## src/design/wsd_pkg.sv

```systemverilog
`default_nettype none
package wsd_pkg;

  localparam logic [7:0] CLOSE_BYTE = 8'h88;
  localparam logic [6:0] LEN_MASK   = 7'h7F;
  localparam logic [6:0] LEN_EXT16  = 7'd126;
  localparam logic [6:0] LEN_EXT64  = 7'd127;

  typedef enum logic [1:0] {
    KIND_DATA  = 2'd0,
    KIND_EMPTY = 2'd1,
    KIND_CLOSE = 2'd2
  } kind_t;

  typedef enum logic [4:0] {
    PH_FIRST = 5'b00001,
    PH_LEN   = 5'b00010,
    PH_EXT   = 5'b00100,
    PH_MASK  = 5'b01000,
    PH_DATA  = 5'b10000
  } phase_t;

  typedef struct packed {
    logic       valid;
    kind_t      kind;
    logic [7:0] data;
    logic       last;
  } res_t;

endpackage
`default_nettype wire

```

## src/design/wsd_in_stage.sv

```systemverilog
`default_nettype none
module wsd_in_stage (
  input  wire logic       clk,
  input  wire logic       rst_n,
  input  wire logic       in_valid,
  input  wire logic [7:0] in_rx_byte,
  output logic            in_stall,
  input  wire logic       blocked,
  output logic            s1_valid,
  output logic [7:0]      s1_byte
);
  logic       s1_valid_r, s1_valid_nxt;
  logic [7:0] s1_byte_r;
  logic       accept;

  // the held item moves on whenever the result register can take it
  assign in_stall = s1_valid_r && blocked;
  assign accept   = in_valid && !in_stall;

  always_comb begin
    s1_valid_nxt = s1_valid_r;
    if (accept) begin
      s1_valid_nxt = 1'b1;
    end else if (!blocked) begin
      s1_valid_nxt = 1'b0;
    end
  end

  always_ff @(posedge clk) begin
    if (!rst_n) begin
      s1_valid_r <= 1'b0;
    end else begin
      s1_valid_r <= s1_valid_nxt;
    end
  end

  always_ff @(posedge clk) begin
    if (accept) begin
      s1_byte_r <= in_rx_byte;
    end
  end

  assign s1_valid = s1_valid_r;
  assign s1_byte  = s1_byte_r;
endmodule
`default_nettype wire

```

## src/design/wsd_parser.sv

```systemverilog
`default_nettype none
module wsd_parser (
  input  wire logic       clk,
  input  wire logic       rst_n,
  input  wire logic       step,
  input  wire logic [7:0] rx_byte,
  output wsd_pkg::res_t   res
);
  import wsd_pkg::*;

  phase_t      phase_r, phase_nxt;
  logic [63:0] rem_r, rem_nxt;
  logic [2:0]  cnt_r, cnt_nxt;
  logic [31:0] key_r, key_nxt;
  logic [1:0]  idx_r, idx_nxt;
  logic        closed_r, closed_nxt;
  logic        ext64_r, ext64_nxt;
  logic [6:0]  len;
  logic [2:0]  ext_last_cnt;
  logic [63:0] rem_dec;
  logic [7:0]  key_byte;

  assign len          = rx_byte[6:0] & LEN_MASK;
  assign ext_last_cnt = ext64_r ? 3'd7 : 3'd1;
  assign rem_dec      = rem_r - 64'd1;
  // key bytes are stored first-received most significant
  assign key_byte     = key_r[{~idx_r, 3'b000} +: 8];

  always_comb begin
    phase_nxt  = phase_r;
    rem_nxt    = rem_r;
    cnt_nxt    = cnt_r;
    key_nxt    = key_r;
    idx_nxt    = idx_r;
    closed_nxt = closed_r;
    ext64_nxt  = ext64_r;
    res        = '{valid: 1'b0, kind: KIND_DATA, data: 8'd0, last: 1'b0};
    if (step && !closed_r) begin
      unique case (phase_r)
        PH_LEN: begin
          cnt_nxt = 3'd0;
          if (len == LEN_EXT16) begin
            rem_nxt   = 64'd0;
            ext64_nxt = 1'b0;
            phase_nxt = PH_EXT;
          end else if (len == LEN_EXT64) begin
            rem_nxt   = 64'd0;
            ext64_nxt = 1'b1;
            phase_nxt = PH_EXT;
          end else begin
            rem_nxt   = {57'd0, len};
            phase_nxt = PH_MASK;
          end
        end
        PH_EXT: begin
          rem_nxt = {rem_r[55:0], rx_byte};
          if (cnt_r >= ext_last_cnt) begin
            cnt_nxt   = 3'd0;
            phase_nxt = PH_MASK;
          end else begin
            cnt_nxt = cnt_r + 3'd1;
          end
        end
        PH_MASK: begin
          key_nxt = {key_r[23:0], rx_byte};
          if (cnt_r >= 3'd3) begin
            cnt_nxt = 3'd0;
            idx_nxt = 2'd0;
            if (rem_r == 64'd0) begin
              phase_nxt = PH_FIRST;
              res = '{valid: 1'b1, kind: KIND_EMPTY, data: 8'd0, last: 1'b1};
            end else begin
              phase_nxt = PH_DATA;
            end
          end else begin
            cnt_nxt = cnt_r + 3'd1;
          end
        end
        PH_DATA: begin
          idx_nxt = idx_r + 2'd1;
          rem_nxt = rem_dec;
          if (rem_dec == 64'd0) begin
            phase_nxt = PH_FIRST;
          end
          res = '{valid: 1'b1, kind: KIND_DATA, data: rx_byte ^ key_byte,
                  last: (rem_dec == 64'd0)};
        end
        default: begin
          // first header byte, also taken for any code that cannot arise
          if (rx_byte == CLOSE_BYTE) begin
            closed_nxt = 1'b1;
            phase_nxt  = PH_FIRST;
            res = '{valid: 1'b1, kind: KIND_CLOSE, data: 8'd0, last: 1'b1};
          end else begin
            phase_nxt = PH_LEN;
          end
        end
      endcase
    end
  end

  always_ff @(posedge clk) begin
    if (!rst_n) begin
      phase_r  <= PH_FIRST;
      rem_r    <= 64'd0;
      cnt_r    <= 3'd0;
      key_r    <= 32'd0;
      idx_r    <= 2'd0;
      closed_r <= 1'b0;
      ext64_r  <= 1'b0;
    end else begin
      phase_r  <= phase_nxt;
      rem_r    <= rem_nxt;
      cnt_r    <= cnt_nxt;
      key_r    <= key_nxt;
      idx_r    <= idx_nxt;
      closed_r <= closed_nxt;
      ext64_r  <= ext64_nxt;
    end
  end
endmodule
`default_nettype wire

```

## src/design/wsd_out_stage.sv

```systemverilog
`default_nettype none
module wsd_out_stage (
  input  wire logic          clk,
  input  wire logic          rst_n,
  input  wire logic          step,
  input  wire wsd_pkg::res_t res,
  output logic               blocked,
  output logic               out_valid,
  input  wire logic          out_stall,
  output logic [1:0]         out_kind,
  output logic [7:0]         out_payload_byte,
  output logic               out_last
);
  import wsd_pkg::*;

  logic       out_valid_r, out_valid_nxt;
  kind_t      kind_r;
  logic [7:0] data_r;
  logic       last_r;

  assign blocked = out_valid_r && out_stall;
  // when not blocked the register is either empty or being taken this edge
  assign out_valid_nxt = blocked ? 1'b1 : (step && res.valid);

  always_ff @(posedge clk) begin
    if (!rst_n) begin
      out_valid_r <= 1'b0;
    end else begin
      out_valid_r <= out_valid_nxt;
    end
  end

  always_ff @(posedge clk) begin
    if (!blocked && step && res.valid) begin
      kind_r <= res.kind;
      data_r <= res.data;
      last_r <= res.last;
    end
  end

  assign out_valid        = out_valid_r;
  assign out_kind         = kind_r;
  assign out_payload_byte = data_r;
  assign out_last         = last_r;
endmodule
`default_nettype wire

```

## src/design/websocket_frame_unmasking_deframer.sv

```systemverilog
// websocket frame deframer with unmasking
// in channel: one raw received byte per item on in_rx_byte, in_valid/in_stall
// out channel: out_kind (0 payload byte, 1 empty message, 2 close seen),
//   out_payload_byte (unmasked byte, zero for events) and out_last,
//   out_valid/out_stall
// header bytes cause no item; each payload byte causes one item, a zero
//   length frame one empty item after its mask key, a 0x88 first byte a
//   close item, after which every byte is swallowed until reset
// throughput: one byte per cycle unless the receiver stalls, set by the
//   combinational parser step between the input and result registers
// an accepted byte is held in the input register; the parser result for it
//   is then registered in the result register, which drives out_valid
// reset (rst_n low, synchronous) empties both registers and returns the
//   parser to the first header byte with the close flag cleared
// a receiver stall on a held result freezes the parser; at most one more
//   byte is taken into the input register, then in_stall stays high until
//   the result is taken
`default_nettype none
module websocket_frame_unmasking_deframer (
  input  wire logic       clk,
  input  wire logic       rst_n,
  input  wire logic       in_valid,
  output logic            in_stall,
  input  wire logic [7:0] in_rx_byte,
  output logic            out_valid,
  input  wire logic       out_stall,
  output logic [1:0]      out_kind,
  output logic [7:0]      out_payload_byte,
  output logic            out_last
);
  import wsd_pkg::*;

  logic       blocked;
  logic       s1_valid;
  logic [7:0] s1_byte;
  logic       step;
  res_t       res;

  assign step = s1_valid && !blocked;

  wsd_in_stage u_in (
    .clk        (clk),
    .rst_n      (rst_n),
    .in_valid   (in_valid),
    .in_rx_byte (in_rx_byte),
    .in_stall   (in_stall),
    .blocked    (blocked),
    .s1_valid   (s1_valid),
    .s1_byte    (s1_byte)
  );

  wsd_parser u_parser (
    .clk     (clk),
    .rst_n   (rst_n),
    .step    (step),
    .rx_byte (s1_byte),
    .res     (res)
  );

  wsd_out_stage u_out (
    .clk              (clk),
    .rst_n            (rst_n),
    .step             (step),
    .res              (res),
    .blocked          (blocked),
    .out_valid        (out_valid),
    .out_stall        (out_stall),
    .out_kind         (out_kind),
    .out_payload_byte (out_payload_byte),
    .out_last         (out_last)
  );
endmodule
`default_nettype wire

```

## config.mk

```make
export PLATFORM = sky130hd
export DESIGN_NAME = websocket_frame_unmasking_deframer
export DESIGN_NICKNAME = d
export VERILOG_FILES = /design/src/design/wsd_pkg.sv /design/src/design/wsd_in_stage.sv /design/src/design/wsd_parser.sv /design/src/design/wsd_out_stage.sv /design/src/design/websocket_frame_unmasking_deframer.sv
export SDC_FILE = /design/constraint.sdc
export NUM_CORES = 1
export LEC_CHECK = 0
export BUFFER_PORTS_ARGS = -buffer_cell sky130_fd_sc_hd__buf_2
export CAP_MARGIN = 10
export CORE_UTILIZATION = 50
export DETAILED_ROUTE_END_ITERATION = 8
export GPL_ROUTABILITY_DRIVEN = 0
export GPL_TIMING_DRIVEN = 0
export HOLD_SLACK_MARGIN = 0.02
export PLACE_DENSITY = 0.66
export SKIP_LAST_GASP = 1
export SLEW_MARGIN = 20
export SYNTH_ARGS = -nofsm -noshare
export SYNTH_HDL_FRONTEND = slang
export SYNTH_SLANG_ARGS = --single-unit
export TNS_END_PERCENT = 10
```

## constraint.sdc

```tcl
create_clock -name clk -period 10.96 [get_ports clk]
set_clock_uncertainty 0.2 [all_clocks]
set_input_delay 1.096 -clock clk [delete_from_list [all_inputs] [get_ports clk]]
set_output_delay 1.096 -clock clk [all_outputs]
set_load 0.01 [all_outputs]
```

# --- Word level (Yosys, flattened, before mapping) ---
# Index checks and enable logic that the tools add are counted.
word_totals:
  input_bits: 12
  elab_cells: 86
  regBits: 129
  output_inout_bits: 13
op_classes:
  mux: 27
  addsub: 3
  order_cmp: 2
  n_shift: 1
  n_reduce_logical: 26
  bitwise_logic: 3
  eq_ne: 11
ops:
  columns: ["operator", "n"]
  rows:
  - ["one-hot mux 64 bit (3 select lines)", 1]
  - ["zero test 64 bit", 2]
  - ["two-way mux 64 bit", 1]
  - ["subtractor 64 x 1 -> 64 bit (second input constant)", 1]
  - ["two-way mux 12 bit", 4]
  - ["one-hot mux 12 bit (3 select lines)", 1]
  - ["variable part select 32 x 6 -> 8 bit", 1]
  - ["two-way mux 5 bit", 5]
  - ["one-hot mux 5 bit (4 select lines)", 1]
  - ["== test 7 bit (second input constant)", 2]
  - ["two-way mux 3 bit", 3]
  - ["one-hot mux 3 bit (3 select lines)", 1]
  - ["AND reduction 3 bit", 3]
  - ["== test 8 bit (second input constant)", 1]
  - ["logical AND 1 bit", 8]
  - ["XOR 8 bit", 1]
  - ["two-way mux 7 bit", 1]
  - ["!= test 2 x 1 -> 1 bit (second input constant)", 3]
  - ["AND reduction 2 bit", 3]
  - ["nonzero test 3 bit", 2]
  - ["== test 5 x 2 -> 1 bit (second input constant)", 1]
  - ["== test 5 x 3 -> 1 bit (second input constant)", 1]
  - ["== test 5 x 4 -> 1 bit (second input constant)", 1]
  - ["== test 5 bit (second input constant)", 1]
  - ["16 further kinds", 24]

# --- Logic depth before layout (Yosys ltp) ---
depth:
  word_depth: 7
  mapped_depth: 12
  mapped_depth_nobuf: 11

# --- Cells and area by module ---
# A second synthesis with hierarchy kept.
unflattened:
  cells_unflattened: 1010
  hier_area_um2: 7627.3
by_module_without_submodules:
  columns: ["module", "area_each_um2", "n_inst", "seq_area_each_um2", "cells_per_inst"]
  rows:
  - ["wsd_parser", 6946.7, 1, 2162.1, 980]
  - ["wsd_out_stage", 384.1, 1, 350.3, 17]
  - ["wsd_in_stage", 282.8, 1, 260.2, 12]
  - ["websocket_frame_unmasking_deframer", 13.8, 1, 0.0, 1]

# --- Least setup slack after synthesis ---
# Ideal clock, no wire load.
synth_timing:
  path_kind: "reg2reg"
  startpoint: "register u_parser.rem_r[34]"
  endpoint: "register u_out.kind_r[0], in the netlist u_out.out_kind[0], enable pin"
  setup_time_ns: 0.382
  required_ns: 10.378
  t_arrival_ns: 2.954
  stages_incl_launch_ff: 9
  slack_ns: 7.424
  period_less_slack_ns: 3.536
  cell_sequence: "dfxtp_1 > clkbuf_1 > or4_1 > nor4_1 > nand3_1 > or4_1 > nor4_1 > inv_1 > o21ai_1"
synth_between:
  elab_chain_cells: 6
synth_rtl:
  columns: ["item", "line_no", "text"]
  rows:
  - ["start: declaration", "wsd_parser.sv:12", "logic [63:0] rem_r, rem_nxt;"]
  - ["start signal: assignment", "wsd_parser.sv:113", "rem_r <= rem_nxt;"]
  - ["zero test 64 bit", "wsd_parser.sv:69", "if (rem_r == 64'd0) begin"]
  - ["two-way mux 12 bit", "wsd_parser.sv:69", null]
  - ["two-way mux 12 bit", "wsd_parser.sv:66", "if (cnt_r >= 3'd3) begin"]
  - ["one-hot mux 12 bit (3 select lines)", "wsd_parser.sv:39", "unique case (phase_r)"]
  - ["two-way mux 12 bit", "wsd_parser.sv:38", "if (step && !closed_r) begin"]
  - ["logical AND 1 bit", "wsd_out_stage.sv:34", "if (!blocked && step && res.valid) begin"]
  - ["end signal: assignment", "wsd_out_stage.sv:35", "kind_r <= res.kind;"]
  - ["end: declaration", "wsd_out_stage.sv:17", "kind_t kind_r;"]
# No other way between the ends.
# A chain may end at the register's enable or synchronous reset.

# --- Worst setup path in the final report ---
layout_timing:
  startpoint: "register u_parser.rem_r[0]"
  endpoint: "register u_parser.phase_r[4]"
layout_between:
  elab_chain_cells: 4
  elab_cells_between_ends: 8
layout_rtl:
  columns: ["item", "line_no", "text"]
  rows:
  - ["subtractor 64 x 1 -> 64 bit / zero test 64 bit (equally long branches)", "wsd_parser.sv:25, wsd_parser.sv:69", null]
  - ["zero test 64 bit / two-way mux 5 bit (equally long branches)", "wsd_parser.sv:82, wsd_parser.sv:69", null]
  - ["!= test 2 x 1 -> 1 bit (no line) / two-way mux 5 bit (equally long branches)", null, null]
  - ["AND reduction 4 bit (no line) / one-hot mux 5 bit (4 select lines) (equally long branches)", null, null]
  - ["end signal: assignment", "wsd_parser.sv:112", "phase_r <= phase_nxt;"]
  - ["end: declaration", "wsd_parser.sv:11", "phase_t phase_r, phase_nxt;"]
# Several ways; a longest one is shown, not always the timed one. The select of a mux whose other input is x is not followed.

==> results.md <==
- Outcome: finished clean
- Mapped cell area: 7750 um2
- Initial antenna violation count: 0
- Reg2reg setup slack: 6.46 ns
- Setup TNS: 0 ns
- Final Hold Viols: 0
- GRT Total Usage: 34.3%
- Min-delay worst type: reg2reg
- Num CTS Buffers: 17
- Number of synthesized flops with an enable pin: 19
- Post-CTS resize count: 0
- Sequential area share after synthesis: 35.8%
- Initial Util: 51.1%
- Routed WL: 27.1 mm
- Share of layout cells above drive strength 1: 8.82%
- FMAX: 222 MHz
- Post-synthesis cell type count: 69
- Mapped Nets: 1,029
- CP most frequent cell: nor4_1
- Final antenna-violating net count: 0
- Worst-path fanout max: 8
- Grt ovf: 0
- CTS sink cnt: ~130
- Final Util: ~57%
- Synth-to-Final Area Change: 12.2%
- Fin crit period: 4.50 ns
- Final Worst Setup Slack: 6.46 ns
- Maximum number of pins on one net before global-route repair: 17
- Final Non-Filler Cells: 1,254
- Setup violators final: 0
- Die Wd: around 130 um
- Iter 0 DRT Violations: 1,284
- Main flop type after synthesis: dfxtp_1
- Worst setup EP type: flop
- Setup bufs post-CTS: 0
- Vias/cell: between 6 and 7
- CTS clk-pin slew, worst paths: 0.07 ns
- Drt wl/cell: approximately 22 um
- Total design power: approximately 1.2 mW
- Pre-CTS setup slack: between 6 and 7 ns
- Max-slew violations: 0
- Worst rel slew slack: 32.5%
- Die height: 126 um
- Tightest Pin Transition: 1.00 ns
- DIE AREA: 16,000 um2
- Synth top area cells: dfxtp_1 (28%), edfxtp_1 (7.4%), nor2_1 (7.2%)
- Placed cells: 1,222
- Power per cell area: 134 nW/um2
- CP max stage cell: or3b_2
- Crit share post-route: about 40%
- First-pass GRT wire length: around 42 mm
- CP Data Required Time: 11.06 ns
- Synth Warn #: 0
- Vias in the first global route: 7,395
- Row count: 45
- Hpwl dp: 18.9 mm
- Setup crit start kind: flop
- Hold bufs inserted after CTS: 0
- Yosys top cell by area: dfxtp_1
- Max cap viols: 0
- Crit path kind: reg2reg
- Pleak: 3.18 nW
- Worst path cell trace: inv_1, ha_1, or3b_2, nor3_1, nand4_1, nor4_1, xor2_1, or4_1, nor4_1, a22oi_1, mux2i_1
- TritonCTS clock tree: built
- Diode count: 0
- Clk_lat worst skew: 0.44 ns
- Asr flop ratio synth: 0%
- Post-Synthesis Cells: 1,010
- Synthesized area per cell: 7.67 um2
- Crit path largest cell delay: around 0.54 ns
- RSZ-0062 raised after global routing: false
- Clock root cell: clkbuf_16
- Maximum VDD drop: 0.000132 V
- Worst path arrival time: 4.60 ns
- Nets: between 1,000 and 1,500
- I/O Buffers: 24
- Top Ports: 25
- Vias: 8,219
- Max clock buf depth: 2
- Seq cells post-synth: 129
- Drt first pass iters: 8
- Core ar.: 15,100 um2
- H-tree levels: 4
- Post-synth top area share: 28.4%
- Residual DRC: 0
[path summary, 6_finish.rpt]
| kind | startpoint | endpoint | cells past startpoint |
|---|---|---|---|
| setup / recovery | u_parser.rem_r[0] | u_parser.phase_r[4] | 11 |
| hold / removal | u_parser.key_r[28] | u_parser.key_r[28] | 2 |
| setup reg to reg | u_parser.rem_r[0] | u_parser.phase_r[4] | 11 |
| hold reg to reg | u_parser.key_r[28] | u_parser.key_r[28] | 2 |
[stage by stage]
step                hold slack (ns)  instance area (um2)
global placement              0.240                 8100
CTS                           0.258                 8690
floorplan                     0.233                 7750
finish                        0.255                 8690
global route                  0.278                 8690
detailed placement            0.249                 8110
[sequential cells by signal, indices dropped and copies added (netlist names)]
name / cells
u_in.s1_byte: 8
u_in.s1_valid: 1
u_out.out_kind: 2
u_out.out_last: 1
u_out.out_payload_byte: 8
u_out.out_valid: 1
u_parser.closed_r: 1
u_parser.cnt_r: 3
u_parser.ext64_r: 1
u_parser.idx_r: 2
u_parser.key_r: 32
u_parser.phase_r: 5
u_parser.rem_r: 64
[report_power, final]
part	switching [mW]	internal, mW
Sequential	0.00642	0.484
Combinational	0.0704	0.0371
Clock	0.253	0.314
Total	0.330	0.835
[critical path, delay by kind of cell, from the launching register on]
kind	cells	cell delay [ns]
XOR/XNOR	1	0.15
adder cells (fa/ha/maj)	1	0.34
multiplexers	1	0.17
flip-flops	1	0.37
AO/OA/AOI/OAI	1	0.24
buffers and inverters	1	0.14
AND/OR/NAND/NOR	6	2.75
[logic make-up (layout without fill, tap and decap cells)]
group,Yosys count,after routing,synth area share (%)
AOI/OAI and AO/OA,229,229,18.4
xor gates and xnor gates,46,46,5.20
adders and majority gates,7,7,1.13
buffers and inverters,100,156,5.20
DFF,129,129,35.8
muxes,12,12,2.86
and+or+nand+nor,487,487,31.4
[cells in the final DEF, fill, tap and decap left out, types with 15 or more instances in the layout]
master / instances
nor2_1: 148
nand2_1: 119
dfxtp_1: 110
a21oi_1: 87
clkbuf_1: 77
nor3_1: 58
o21ai_0: 53
nor4_1: 34
xnor2_1: 32
buf_2: 31
nand3_1: 20
a22oi_1: 19
edfxtp_1: 19
nand4_1: 18
clkbuf_16: 18
a221oi_1: 16
or4_1: 15
[cell usage after synthesis (11+ instances only)]
master	number
nor2_1	148
nand2_1	119
dfxtp_1	110
a21oi_1	87
clkbuf_1	77
nor3_1	59
o21ai_0	53
nor4_1	34
xnor2_1	32
nand3_1	20
a22oi_1	19
edfxtp_1	19
nand4_1	18
a221oi_1	16
or4_1	15
xor2_1	14
and3_1	12
inv_1	11
[final cells by class]
class | count | area, um2
Multi-Input combinational cell | 781 | 4580
Clock buffer | 18 | 450
Tap cell | 188 | 235
Sequential cell | 129 | 2770
Clock inverter | 14 | 130
Buffer | 89 | 362
Inverter | 11 | 41.3
Timing Repair Buffer | 24 | 120
Fill cell | 1396 | 6450
[layer usage]
layer | vias to the layer above | track usage, % | wire length [um] | part of all wire, %
met5 | - | 0 | 0 | 0
met4 | 0 | 14.2 | 1120 | 4.1
met3 | 112 | 8.44 | 3190 | 12
met2 | 546 | 51.1 | 11500 | 42
met1 | 3787 | 47.4 | 11300 | 42
li1 | 3774 | - | - | -
Note: power is estimated with default switching activity, not from simulation.
